File: config.mk
export PLATFORM = sky130hd
export DESIGN_NAME = sha1_message_digest_top_flat
export DESIGN_NICKNAME = d
export VERILOG_FILES = /design/src/design/sha1md_pkg.sv /design/src/design/sha1md_if.sv /design/src/design/sha1md_datapath.sv /design/src/design/sha1md_ctrl.sv /design/src/design/sha1_message_digest_top.sv /design/src/flat_wrapper.sv
export SDC_FILE = /design/constraint.sdc
export NUM_CORES = 2
export LEC_CHECK = 0
export BUFFER_PORTS_ARGS = -buffer_cell sky130_fd_sc_hd__buf_2
export CAP_MARGIN = 5
export CORE_ASPECT_RATIO = 0.7
export CORE_MARGIN = 2
export CORE_UTILIZATION = 60
export DETAILED_ROUTE_END_ITERATION = 10
export PLACE_DENSITY_LB_ADDON = 0.15
export SKIP_LAST_GASP = 1
export SLEW_MARGIN = 20
export SYNTH_ARGS = -nofsm -noshare
export SYNTH_HDL_FRONTEND = slang
export SYNTH_HIERARCHICAL = 1
export SYNTH_SLANG_ARGS = --single-unit
File: constraint.sdc
create_clock -name clk -period 41.7 [get_ports clk]
set_input_delay 10.425 -clock clk [delete_from_list [all_inputs] [get_ports clk]]
set_output_delay 10.425 -clock clk [all_outputs]
set_load 0.05 [all_outputs]
File: src/design/sha1md_pkg.sv
// Package for the SHA-1 message digest block: constants, command and status types.
// No dependencies; used by the datapath, the controller and the top level.
package sha1md_pkg;

  localparam int unsigned WORD_W   = 32;
  localparam int unsigned NUM_H    = 5;
  localparam int unsigned WIN_D    = 16;
  localparam int unsigned ROUNDS   = 80;
  localparam logic [2:0]  LAST_IDX = 3'd4;

  localparam logic [31:0] IV0 = 32'h6745_2301;
  localparam logic [31:0] IV1 = 32'hEFCD_AB89;
  localparam logic [31:0] IV2 = 32'h98BA_DCFE;
  localparam logic [31:0] IV3 = 32'h1032_5476;
  localparam logic [31:0] IV4 = 32'hC3D2_E1F0;

  localparam logic [7:0]  PAD_BYTE = 8'h80;

  // Round groups of twenty
  localparam logic [1:0] PH_CH   = 2'd0;
  localparam logic [1:0] PH_PAR1 = 2'd1;
  localparam logic [1:0] PH_MAJ  = 2'd2;
  localparam logic [1:0] PH_PAR2 = 2'd3;

  // Kinds of padding word written into the window
  localparam logic [1:0] PAD_MARK  = 2'd0;
  localparam logic [1:0] PAD_ZERO  = 2'd1;
  localparam logic [1:0] PAD_LENHI = 2'd2;
  localparam logic [1:0] PAD_LENLO = 2'd3;

  typedef logic [WORD_W-1:0] word_t;

  typedef struct packed {
    logic       absorb;    // take the input transaction into the byte packer
    logic       pad_wr;    // write one padding word
    logic [1:0] pad_kind;
    logic       ld_work;   // working variables <= chaining values
    logic       round;     // one compression round
    logic [1:0] phase;
    logic       fold;      // chaining values += working variables
    logic       emit;      // load one digest word into the output register
    logic [2:0] idx;
    logic       clear;     // back to the initial state for the next message
  } cmd_t;

  typedef struct packed {
    logic absorb_full;     // this absorb completes the sixteenth word
    logic fill_last;       // fifteen words held
    logic fill_14;         // fourteen words held
    logic out_free;        // output register can take a word this cycle
  } sts_t;

  function automatic word_t k_of(input logic [1:0] ph);
    word_t k;
    unique case (ph)
      PH_CH:   k = 32'h5A82_7999;
      PH_PAR1: k = 32'h6ED9_EBA1;
      PH_MAJ:  k = 32'h8F1B_BCDC;
      PH_PAR2: k = 32'hCA62_C1D6;
      default: k = 32'h5A82_7999;
    endcase
    return k;
  endfunction

  function automatic word_t iv_of(input logic [2:0] i);
    word_t v;
    unique case (i)
      3'd0:    v = IV0;
      3'd1:    v = IV1;
      3'd2:    v = IV2;
      3'd3:    v = IV3;
      default: v = IV4;
    endcase
    return v;
  endfunction

endpackage

File: src/design/sha1md_if.sv
// Valid/ready channel interfaces for the SHA-1 message digest block.
// Depends on nothing; used by sha1_message_digest_top.
interface sha1md_in_if;
  logic        valid;
  logic        ready;
  logic [31:0] msg_word;
  logic [2:0]  byte_count;
  logic        last;

  modport source (output valid, msg_word, byte_count, last, input ready);
  modport sink   (input valid, msg_word, byte_count, last, output ready);
endinterface

interface sha1md_out_if;
  logic        valid;
  logic        ready;
  logic [31:0] digest_word;
  logic [2:0]  word_index;
  logic        digest_done;

  modport source (output valid, digest_word, word_index, digest_done, input ready);
  modport sink   (input valid, digest_word, word_index, digest_done, output ready);
endinterface

File: src/design/sha1md_datapath.sv
// SHA-1 datapath: byte packer, 16-word schedule shift line, round logic,
// chaining values, length counter and output register. Uses sha1md_pkg.
module sha1md_datapath (
  input  logic                clk,
  input  logic                rst_n,
  input  sha1md_pkg::cmd_t    cmd,
  output sha1md_pkg::sts_t    sts,
  input  logic [31:0]         msg_word,
  input  logic [2:0]          byte_count,
  input  logic                out_ready,
  output logic                out_valid,
  output logic [31:0]         digest_word,
  output logic [2:0]          word_index,
  output logic                digest_done
);

  sha1md_pkg::word_t chain_r [sha1md_pkg::NUM_H];
  sha1md_pkg::word_t work_r  [sha1md_pkg::NUM_H];
  sha1md_pkg::word_t win_r   [sha1md_pkg::WIN_D];
  logic [3:0]        fill_r;
  logic [23:0]       part_r;      // left-aligned pending bytes, unused bytes zero
  logic [1:0]        part_cnt_r;
  logic [63:0]       bit_len_r;
  logic              out_valid_r;
  logic [31:0]       digest_r;
  logic [2:0]        index_r;
  logic              done_r;

  logic [2:0]        cnt;
  logic [31:0]       mask;
  logic [55:0]       cat;
  logic [2:0]        total;
  logic              has_word;
  logic [31:0]       pad_mark;
  logic [31:0]       sched_new;
  logic [31:0]       wdata;
  logic              shift_en;
  logic [31:0]       f_val;
  logic [31:0]       t_val;
  logic [31:0]       sel_chain;

  // Byte packer
  assign cnt      = (byte_count > 3'd4) ? 3'd4 : byte_count;
  assign mask     = ~(32'hFFFF_FFFF >> {cnt, 3'b000});
  assign cat      = {part_r, 32'h0} | ({msg_word & mask, 24'h0} >> {part_cnt_r, 3'b000});
  assign total    = {1'b0, part_cnt_r} + cnt;
  assign has_word = total[2];
  assign pad_mark = {part_r, 8'h00} | ({sha1md_pkg::PAD_BYTE, 24'h0} >> {part_cnt_r, 3'b000});

  assign sched_new = {win_r[13][30:0] ^ win_r[8][30:0] ^ win_r[2][30:0] ^ win_r[0][30:0],
                      win_r[13][31] ^ win_r[8][31] ^ win_r[2][31] ^ win_r[0][31]};

  always_comb begin
    wdata = cat[55:24];
    if (cmd.round) begin
      wdata = sched_new;
    end else if (cmd.pad_wr) begin
      unique case (cmd.pad_kind)
        sha1md_pkg::PAD_MARK:  wdata = pad_mark;
        sha1md_pkg::PAD_ZERO:  wdata = '0;
        sha1md_pkg::PAD_LENHI: wdata = bit_len_r[63:32];
        sha1md_pkg::PAD_LENLO: wdata = bit_len_r[31:0];
        default:               wdata = '0;
      endcase
    end
  end

  assign shift_en = cmd.round || cmd.pad_wr || (cmd.absorb && has_word);

  // Round function
  always_comb begin
    unique case (cmd.phase)
      sha1md_pkg::PH_CH:  f_val = (work_r[1] & work_r[2]) | (~work_r[1] & work_r[3]);
      sha1md_pkg::PH_MAJ: f_val = (work_r[1] & work_r[2]) | (work_r[1] & work_r[3])
                                | (work_r[2] & work_r[3]);
      default:            f_val = work_r[1] ^ work_r[2] ^ work_r[3];
    endcase
  end

  assign t_val = {work_r[0][26:0], work_r[0][31:27]} + f_val + work_r[4]
               + sha1md_pkg::k_of(cmd.phase) + win_r[0];

  always_comb begin
    unique case (cmd.idx)
      3'd0:    sel_chain = chain_r[0];
      3'd1:    sel_chain = chain_r[1];
      3'd2:    sel_chain = chain_r[2];
      3'd3:    sel_chain = chain_r[3];
      default: sel_chain = chain_r[4];
    endcase
  end

  // Schedule window: taps of a shift line, oldest word at entry 0
  always_ff @(posedge clk) begin
    if (shift_en) begin
      for (int i = 0; i < sha1md_pkg::WIN_D - 1; i++) begin
        win_r[i] <= win_r[i+1];
      end
      win_r[sha1md_pkg::WIN_D-1] <= wdata;
    end
  end

  always_ff @(posedge clk) begin
    if (!rst_n) begin
      fill_r      <= '0;
      part_r      <= '0;
      part_cnt_r  <= '0;
      bit_len_r   <= '0;
      out_valid_r <= 1'b0;
      for (int i = 0; i < sha1md_pkg::NUM_H; i++) begin
        chain_r[i] <= sha1md_pkg::iv_of(3'(i));
        work_r[i]  <= '0;
      end
    end else begin
      if (cmd.clear) begin
        fill_r     <= '0;
        part_r     <= '0;
        part_cnt_r <= '0;
        bit_len_r  <= '0;
      end else begin
        if (shift_en && !cmd.round) begin
          fill_r <= fill_r + 4'd1;
        end
        if (cmd.absorb) begin
          part_r     <= has_word ? cat[23:0] : cat[55:32];
          part_cnt_r <= total[1:0];
          bit_len_r  <= bit_len_r + {58'h0, cnt, 3'b000};
        end else if (cmd.pad_wr && cmd.pad_kind == sha1md_pkg::PAD_MARK) begin
          part_r     <= '0;
          part_cnt_r <= '0;
        end
      end

      if (cmd.ld_work) begin
        for (int i = 0; i < sha1md_pkg::NUM_H; i++) begin
          work_r[i] <= chain_r[i];
        end
      end else if (cmd.round) begin
        work_r[0] <= t_val;
        work_r[1] <= work_r[0];
        work_r[2] <= {work_r[1][1:0], work_r[1][31:2]};
        work_r[3] <= work_r[2];
        work_r[4] <= work_r[3];
      end

      if (cmd.clear) begin
        for (int i = 0; i < sha1md_pkg::NUM_H; i++) begin
          chain_r[i] <= sha1md_pkg::iv_of(3'(i));
        end
      end else if (cmd.fold) begin
        for (int i = 0; i < sha1md_pkg::NUM_H; i++) begin
          chain_r[i] <= chain_r[i] + work_r[i];
        end
      end

      if (cmd.emit) begin
        out_valid_r <= 1'b1;
      end else if (out_ready) begin
        out_valid_r <= 1'b0;
      end
    end
  end

  // Output payload
  always_ff @(posedge clk) begin
    if (cmd.emit) begin
      digest_r <= sel_chain;
      index_r  <= cmd.idx;
      done_r   <= (cmd.idx == sha1md_pkg::LAST_IDX);
    end
  end

  assign sts.absorb_full = has_word && (fill_r == 4'd15);
  assign sts.fill_last   = (fill_r == 4'd15);
  assign sts.fill_14     = (fill_r == 4'd14);
  assign sts.out_free    = !out_valid_r || out_ready;

  assign out_valid   = out_valid_r;
  assign digest_word = digest_r;
  assign word_index  = index_r;
  assign digest_done = done_r;

endmodule

File: src/design/sha1md_ctrl.sv
// SHA-1 controller: state machine sequencing absorb, compression rounds,
// padding and digest output. Uses sha1md_pkg; drives sha1md_datapath.
module sha1md_ctrl (
  input  logic             clk,
  input  logic             rst_n,
  input  logic             in_valid,
  input  logic             in_last,
  output logic             in_ready,
  input  sha1md_pkg::sts_t sts,
  output sha1md_pkg::cmd_t cmd
);

  localparam logic [2:0] S_IDLE  = 3'd0;
  localparam logic [2:0] S_LOAD  = 3'd1;
  localparam logic [2:0] S_ROUND = 3'd2;
  localparam logic [2:0] S_FOLD  = 3'd3;
  localparam logic [2:0] S_PAD   = 3'd4;
  localparam logic [2:0] S_EMIT  = 3'd5;

  localparam logic [1:0] ST_MARK  = 2'd0;
  localparam logic [1:0] ST_ZERO  = 2'd1;
  localparam logic [1:0] ST_LENLO = 2'd2;
  localparam logic [1:0] ST_DONE  = 2'd3;

  localparam logic [6:0] LAST_ROUND = 7'(sha1md_pkg::ROUNDS - 1);

  logic [2:0] state_r, state_nxt;
  logic [1:0] step_r, step_nxt;
  logic       ending_r, ending_nxt;
  logic [6:0] round_r, round_nxt;
  logic [2:0] idx_r, idx_nxt;

  always_comb begin
    state_nxt  = state_r;
    step_nxt   = step_r;
    ending_nxt = ending_r;
    round_nxt  = round_r;
    idx_nxt    = idx_r;
    cmd        = '0;
    cmd.idx    = idx_r;
    in_ready   = 1'b0;

    priority if (round_r < 7'd20) begin
      cmd.phase = sha1md_pkg::PH_CH;
    end else if (round_r < 7'd40) begin
      cmd.phase = sha1md_pkg::PH_PAR1;
    end else if (round_r < 7'd60) begin
      cmd.phase = sha1md_pkg::PH_MAJ;
    end else begin
      cmd.phase = sha1md_pkg::PH_PAR2;
    end

    unique case (state_r)
      S_IDLE: begin
        in_ready = 1'b1;
        if (in_valid) begin
          cmd.absorb = 1'b1;
          if (in_last) begin
            ending_nxt = 1'b1;
            step_nxt   = ST_MARK;
          end
          if (sts.absorb_full) begin
            state_nxt = S_LOAD;
          end else if (in_last) begin
            state_nxt = S_PAD;
          end
        end
      end
      S_LOAD: begin
        cmd.ld_work = 1'b1;
        round_nxt   = '0;
        state_nxt   = S_ROUND;
      end
      S_ROUND: begin
        cmd.round = 1'b1;
        if (round_r == LAST_ROUND) begin
          round_nxt = '0;
          state_nxt = S_FOLD;
        end else begin
          round_nxt = round_r + 7'd1;
        end
      end
      S_FOLD: begin
        cmd.fold = 1'b1;
        if (!ending_r) begin
          state_nxt = S_IDLE;
        end else if (step_r == ST_DONE) begin
          idx_nxt   = '0;
          state_nxt = S_EMIT;
        end else begin
          state_nxt = S_PAD;
        end
      end
      S_PAD: begin
        unique case (step_r)
          ST_MARK: begin
            cmd.pad_wr   = 1'b1;
            cmd.pad_kind = sha1md_pkg::PAD_MARK;
            step_nxt     = ST_ZERO;
            if (sts.fill_last) begin
              state_nxt = S_LOAD;
            end
          end
          ST_ZERO: begin
            cmd.pad_wr = 1'b1;
            if (sts.fill_14) begin
              cmd.pad_kind = sha1md_pkg::PAD_LENHI;
              step_nxt     = ST_LENLO;
            end else begin
              cmd.pad_kind = sha1md_pkg::PAD_ZERO;
              if (sts.fill_last) begin
                state_nxt = S_LOAD;
              end
            end
          end
          ST_LENLO: begin
            cmd.pad_wr   = 1'b1;
            cmd.pad_kind = sha1md_pkg::PAD_LENLO;
            step_nxt     = ST_DONE;
            state_nxt    = S_LOAD;
          end
          ST_DONE: begin
            idx_nxt   = '0;
            state_nxt = S_EMIT;
          end
          default: state_nxt = S_IDLE;
        endcase
      end
      S_EMIT: begin
        if (sts.out_free) begin
          cmd.emit = 1'b1;
          if (idx_r == sha1md_pkg::LAST_IDX) begin
            cmd.clear  = 1'b1;
            ending_nxt = 1'b0;
            state_nxt  = S_IDLE;
          end else begin
            idx_nxt = idx_r + 3'd1;
          end
        end
      end
      default: state_nxt = S_IDLE;
    endcase
  end

  always_ff @(posedge clk) begin
    if (!rst_n) begin
      state_r  <= S_IDLE;
      step_r   <= ST_MARK;
      ending_r <= 1'b0;
      round_r  <= '0;
      idx_r    <= '0;
    end else begin
      state_r  <= state_nxt;
      step_r   <= step_nxt;
      ending_r <= ending_nxt;
      round_r  <= round_nxt;
      idx_r    <= idx_nxt;
    end
  end

endmodule

File: src/design/sha1_message_digest_top.sv
// SHA-1 message digest, top level. Depends on sha1md_pkg, sha1md_if,
// sha1md_datapath and sha1md_ctrl.
//
// Feed the message as big-endian 32-bit words on in_ch, each with a count of valid
// bytes (values above four count as four) and a last flag; short words may appear
// anywhere and later bytes follow on directly. An empty message is a single last
// transaction with zero bytes. On the last word the block pads the message, adds
// the 64-bit bit length (wrapping at 2^64) and returns five transactions on out_ch,
// h0 first, digest_done set on h4, then starts afresh from the initial hash values.
// Timing: one input word per cycle while input is open; each completed 64-byte block
// holds off input for a load step, 80 rounds of the single shared round unit and a
// fold step. Finalisation writes the padding words, runs one or two compressions,
// then loads the digest words one by one, waiting whenever out_ch stalls. One message
// is processed at a time; input is refused from the last word until the final digest
// word has been loaded into the output register.
module sha1_message_digest_top (
  input  logic        clk,
  input  logic        rst_n,
  sha1md_in_if.sink   in_ch,
  sha1md_out_if.source out_ch
);

  sha1md_pkg::cmd_t cmd;
  sha1md_pkg::sts_t sts;

  // Sequencer: accepts input, steps rounds and padding, drives output loads
  sha1md_ctrl u_ctrl (
    .clk      (clk),
    .rst_n    (rst_n),
    .in_valid (in_ch.valid),
    .in_last  (in_ch.last),
    .in_ready (in_ch.ready),
    .sts      (sts),
    .cmd      (cmd)
  );

  // Packer, schedule window, round unit, chaining values and output register
  sha1md_datapath u_dp (
    .clk         (clk),
    .rst_n       (rst_n),
    .cmd         (cmd),
    .sts         (sts),
    .msg_word    (in_ch.msg_word),
    .byte_count  (in_ch.byte_count),
    .out_ready   (out_ch.ready),
    .out_valid   (out_ch.valid),
    .digest_word (out_ch.digest_word),
    .word_index  (out_ch.word_index),
    .digest_done (out_ch.digest_done)
  );

`ifndef NO_ASSERTIONS
  // A last word always starts finalisation, so input closes next cycle
  a_last_closes_input: assert property (@(posedge clk) disable iff (!rst_n)
    in_ch.valid && in_ch.ready && in_ch.last |=> !in_ch.ready)
    else $error("input open after last word");

  // While a digest is only partly delivered, no new message may enter
  a_no_input_mid_digest: assert property (@(posedge clk) disable iff (!rst_n)
    out_ch.valid && !out_ch.digest_done |-> !in_ch.ready)
    else $error("input open during digest output");

  // Nothing follows the final digest word once it has been taken
  a_done_then_quiet: assert property (@(posedge clk) disable iff (!rst_n)
    out_ch.valid && out_ch.ready && out_ch.digest_done |=> !out_ch.valid)
    else $error("output after final digest word");
`endif

endmodule

File: src/flat_wrapper.sv
// flat-port wrapper written by rule: the top's interface ports become plain ports
module sha1_message_digest_top_flat 
  (clk, rst_n, in_ch_valid, in_ch_msg_word, in_ch_byte_count, in_ch_last, in_ch_ready, out_ch_valid, out_ch_digest_word, out_ch_word_index, out_ch_digest_done, out_ch_ready);
  sha1md_in_if in_ch_i ();
  sha1md_out_if out_ch_i ();
  input  logic clk;
  input  logic rst_n;
  input wire logic [$bits(in_ch_i.valid)-1:0] in_ch_valid;
  input wire logic [$bits(in_ch_i.msg_word)-1:0] in_ch_msg_word;
  input wire logic [$bits(in_ch_i.byte_count)-1:0] in_ch_byte_count;
  input wire logic [$bits(in_ch_i.last)-1:0] in_ch_last;
  output wire logic [$bits(in_ch_i.ready)-1:0] in_ch_ready;
  output wire logic [$bits(out_ch_i.valid)-1:0] out_ch_valid;
  output wire logic [$bits(out_ch_i.digest_word)-1:0] out_ch_digest_word;
  output wire logic [$bits(out_ch_i.word_index)-1:0] out_ch_word_index;
  output wire logic [$bits(out_ch_i.digest_done)-1:0] out_ch_digest_done;
  input wire logic [$bits(out_ch_i.ready)-1:0] out_ch_ready;
  assign in_ch_i.valid = in_ch_valid;
  assign in_ch_i.msg_word = in_ch_msg_word;
  assign in_ch_i.byte_count = in_ch_byte_count;
  assign in_ch_i.last = in_ch_last;
  assign in_ch_ready = in_ch_i.ready;
  assign out_ch_valid = out_ch_i.valid;
  assign out_ch_digest_word = out_ch_i.digest_word;
  assign out_ch_word_index = out_ch_i.word_index;
  assign out_ch_digest_done = out_ch_i.digest_done;
  assign out_ch_i.ready = out_ch_ready;
  sha1_message_digest_top u_core (.clk(clk), .rst_n(rst_n), .in_ch(in_ch_i), .out_ch(out_ch_i));
endmodule
* Word-level counts from Yosys, hierarchy flattened
Memory sizes are Yosys's and may differ from the RTL's.
Cells that the tools add are included.
** Operators by class
- Reductions and logical operators :: 25
- Divide/modulo/power cells :: 0
- $lt $le $gt $ge :: 4
- $add $sub $neg :: 14
- Shift operators :: 3
- Bitwise operators :: 41
- Equality and inequality tests :: 32
- Multiplexer cells :: 112
- $mul :: 0
** Operator list (number)
- 32-bit 2-to-1 mux :: 37
- 32-bit case mux with 4 select lines :: 3
- 32-bit adder :: 9
- 32-bit bitwise AND :: 5
- 32-bit bitwise OR :: 4
- 31-bit bitwise XOR :: 3
- 24-bit 2-to-1 mux :: 3
- 64-bit by 6-bit adder with 64-bit output :: 1
- 32-bit NOT :: 2
- 32-bit case mux with 2 select lines :: 1
- 32-bit bitwise XOR :: 2
- 56-bit bitwise OR :: 1
- 56-bit by 5-bit >> shifter with 56-bit output :: 1
- 3-bit 2-to-1 mux :: 15
- 1-bit 2-to-1 mux :: 36
- 32-bit by 5-bit >> shifter with 32-bit output (first input constant) :: 1
- 32-bit by 6-bit >> shifter with 32-bit output (first input constant) :: 1
- 1-bit bitwise OR :: 20
- 3-bit case mux with 3 select lines :: 2
- 3-bit case mux with 6 select lines :: 1
- 2-bit 2-to-1 mux :: 8
- 7-bit by 6-bit < comparator with 1-bit output (second input constant) :: 2
- 7-bit case mux with 2 select lines :: 1
- 2-bit equality test (second input constant) :: 6
- other kinds (35) :: 66
** Word-level totals
- Register bits :: 147
- Memories kept :: 3
- Latch bits :: 0
- Bits of input ports :: 40
- Bits in writable memories :: 832
- ROM bits :: 0
** Memory list
- u_core.u_dp.win_r :: depth 16, width 32, rd ports 16, clocked after Yosys merged registers in 0, write ports 16, line sha1md_datapath.sv:19 : sha1md_pkg::word_t win_r [sha1md_pkg::WIN_D];
- u_core.u_dp.chain_r :: depth 5, width 32, rd ports 5, clocked after Yosys merged registers in 0, write ports 5, line sha1md_datapath.sv:17 : sha1md_pkg::word_t chain_r [sha1md_pkg::NUM_H];
- u_core.u_dp.work_r :: depth 5, width 32, rd ports 5, clocked after Yosys merged registers in 0, write ports 5, line sha1md_datapath.sv:18 : sha1md_pkg::word_t work_r [sha1md_pkg::NUM_H];

* Depth between registers and ports, before layout
- Word-level depth :: 11
- Gate-level depth with buffers :: 28
- Depth with buffers taken out :: 26

* By module
The synthesis kept the hierarchy.
** Modules (own cells, without submodules)
- sha1md_datapath :: instances 1, area each 49406.1 µm², cells an instance 3946
- sha1md_ctrl :: instances 1, area each 1122.3 µm², cells an instance 145

* Least setup slack after synthesis
OpenSTA, ideal clock, no wires.
- Path type :: input port to flip-flop
- Start :: in in_ch_byte_count[2]
- End :: mem u_core/u_dp/win_r[0][0] in the netlist's numbering (enable)
- Setup slack :: 17.659 ns
- Library setup time :: 3.657 ns
- Stages on the path :: 10
- Data arrival time :: 20.384 ns
- Buffers on the path :: 3
- Cell sequence :: clkbuf_1 > clkbuf_1 > nor2b_1 > ha_1 > inv_1 > fa_1 > xnor2_1 > nand2_1 > clkbuf_1 > nand2_1
** RTL lines
- from (decl) :: line flat_wrapper.sv:10 : input wire logic [$bits(in_ch_i.byte_count)-1:0] in_ch_byte_count;
- to (decl) :: line sha1md_datapath.sv:19

==> results.txt <==
DP Wirelength -> 92.9 mm
Worst Path Class, Setup -> input port to flip-flop
Worst Path Arrival -> 15.26 ns
CTS Hold Bufs -> 0
Final setup violation count -> 0
Max stage delay on crit path -> 0.87 ns
Initial drt markers -> 4,717
Final Non-Filler Cells -> 5,353
CP Buf/Inv Count -> 6
Critical-path cell list -> buf_2 -> nor2b_1 -> ha_1 -> inv_1 -> fa_1 -> xnor2_1 -> buf_4 -> nand2_1 -> nand2_4 -> buf_4 -> buf_6 -> buf_6
Status -> finished clean
CTS tree -> done
Clock buffer count from CTS -> 92
Synth cell types -> 87
Routed vias -> 34,100
Startpoint Class -> input port
H-tree depth -> 3
Most common cell in the netlist -> edfxtp_1
P_leak -> 0.0203 µW
Setup tns final -> 0 ns
Clock slew seen by the registers of the worst setup and hold paths -> 0.06 ns
Share of layout cells above drive strength 1 -> 9.93%
Tcrit/Tclk final -> 35.9%
Routed WL per cell -> 24.7 µm
Hold Path Depth -> 0
Worst Hold Endpoint -> u_core/u_dp/win_r[1][63]
Final hold vios -> 0
Least-Margin Pin Slew -> 1.16 ns
Post-route ant nets -> 0
Async S/R FF share, synth -> 0%
Residual DRC -> 0
Cell count after synthesis -> 4,091
Worst EP required -> 42.00 ns
Count of pins over their slew limit -> 0
Placeable Area -> 82,900 µm²
Mean area per synthesized cell -> 12.4 µm²
RSZ-0062 raised after global routing -> false
Yosys warns -> 6
Initial antenna violation count -> 4
Top post-synthesis cells by area -> edfxtp_1, ha_1, fa_1
HP Start -> u_core/u_dp/win_r[1][95]
Clk_lat worst skew -> 0.68 ns
Cell family with most CP delay -> buffers and inverters
Hold WC Path Type -> flip-flop to flip-flop
Via density -> 6.36
DR pass1 iterations -> 8
Max cap viols -> 0
Final RePlAce weighted congestion -> 0.984
Rel. slew slack -> 21.9%
Starting Density -> 60.9%
Worst flop-to-flop path startpoint -> u_core/u_ctrl/round_r[5]
Grt ovf -> 0
Nets -> 4,529
Die area -> 86,600 µm²
Area Growth Syn to Fin -> 9.28%
Area share of the largest cell type after synthesis -> 51.6%
Gr usage total -> 30.5%
EDFF count, synth -> 868
Number of global-route vias before repair -> 31,200
Clk root buf -> clkbuf_16
Placed cells -> 5,183
Clock sink count -> 976
Longest Clk Path Bufs -> 3
Pwr Density -> 76.0 nW/µm²
Seq/Total Area, Yosys -> 55.9%
I/O pin count -> 78
Post-CTS setup repair buffer count -> 0
Post-synth top cells -> edfxtp_1, nand2_1, nor2_1, inv_1, a21oi_1
CP endpoint kind -> flip-flop
Critical R2R Capture -> u_core/u_dp/work_r[0][29]
Largest net degree at the start of global routing -> 207
Mapped Nets -> 4,468
Fmax -> 66.8 MHz
R2R cell count -> 26
Port bufs -> 77
Antenna fix cells -> 0
R2r setup slk -> 33.07 ns
Cts repair resizes -> 0
Slowest stage cell, crit path -> nand2_4
Register bit total from synthesis -> 976
Worst clock skew -> 0.0358 ns
Leading area contributor after synthesis -> edfxtp_1
CP Max Fanout -> 91
Worst IR Drop VDD -> 66.0 µV
Synthesized area -> 50,500 µm²
Die X -> 351 µm
Die Ht -> 247 µm
First-pass GRT wire length -> 197 mm
Worst Setup SP -> in_ch_byte_count[2]
Total Wirelength -> 132 mm
Minimum clock period -> 14.96 ns
Ys flop type -> edfxtp_1
FP Rows -> 88
## cells by family after synthesis
group	Yosys count	share of synthesized area, %
compound gates	948	12.8
xor+xnor	289	5.01
fa+ha+maj	338	10.3
buf+inv	397	2.96
flops	976	55.9
mux	150	3.99
simple gates	993	9.08
## through the flow
stage / worst slack [ns] / utilization [%] / instance area [µm²] / power [µW] / hold slack [ns]
floorplan: 17.66 / - / 50500 / 2950 / 0.400
global placement: 25.62 / 62.9 / 52100 / 3260 / 0.400
detailed placement: 25.48 / 62.9 / 52100 / 3300 / 0.405
CTS: 26.25 / 66.6 / 55200 / 4180 / 0.391
global route: 26.35 / 66.6 / 55200 / 4450 / 0.400
finish: 26.74 / 66.6 / 55200 / 4190 / 0.403
## where the power goes
part / switching (µW) / internal (µW)
clock network: 386 / 478
logic: 1040 / 614
registers: 171 / 1510
## placed cells by master, fill, tap and decap left out, drive strengths merged, types with 15 or more instances in the layout
master and n:
edfxtp 868, nand2 342, nor2 290, inv 254, a21oi 213, ha 210, o21ai 180, xnor2 154
xor2 135, fa 127, a22o 121, buf 112, clkbuf 109, dfxtp 108, mux2 92, a21o 71
nor3 68, nand3 65, a22oi 52, clkinv 41, a211oi 39, nand2b 38, and3 35, mux4 32
a31oi 30, o21a 30, or3 30, nand4 28, mux2i 26, a221oi 23, o31ai 22, nor2b 21
o211ai 17, o21bai 16, a221o 15, and2 15
## flip-flops by register name, summed over array words and instances, names as in the netlist, 2 cells and up
name and count:
u_core/u_dp/win_r 512, u_core/u_ctrl/step_r 2, u_core/u_ctrl/round_r 7, u_core/u_dp/word_index 3, u_core/u_dp/part_cnt_r 2, u_core/u_dp/digest_word 32
u_core/u_dp/chain_r 160, u_core/u_dp/part_r 24, u_core/u_ctrl/state_r 3, u_core/u_dp/bit_len_r 61, u_core/u_dp/fill_r 4, u_core/u_ctrl/idx_r 3
u_core/u_dp/work_r 160
## routing by layer
metal	global-route usage (%)	up-vias	wire [µm]
met2	39.1	1838	51400
met1	48.9	16700	60200
li1	-	15300	-
met4	8.10	6	3360
met3	9.98	210	17200
met5	0	-	37
## area by class of cell
| class | instances | area (µm²) |
|---|---|---|
| tap | 1125 | 1410 |
| fill | 6097 | 27700 |
| timing repair buffer | 112 | 668 |
| multi-input combinational | 2718 | 20900 |
| inverter | 252 | 946 |
| clock buffer | 109 | 2390 |
| sequential | 976 | 28200 |
| clock inverter | 61 | 709 |
## worst max-delay path by stage
stage | to | cells past startpoint | slack (ns)
floorplan | u_core/u_dp/win_r[0][0] | 10 | 17.66
global placement | u_core/u_dp/win_r[1][166] | 12 | 25.62
detailed placement | u_core/u_dp/win_r[1][166] | 12 | 25.48
CTS | u_core/u_dp/win_r[0][200] | 12 | 26.25
global route | u_core/u_dp/win_r[1][109] | 12 | 26.35
finish | u_core/u_dp/win_r[1][11] | 12 | 26.74
Note: power is estimated with default switching activity, not from simulation.
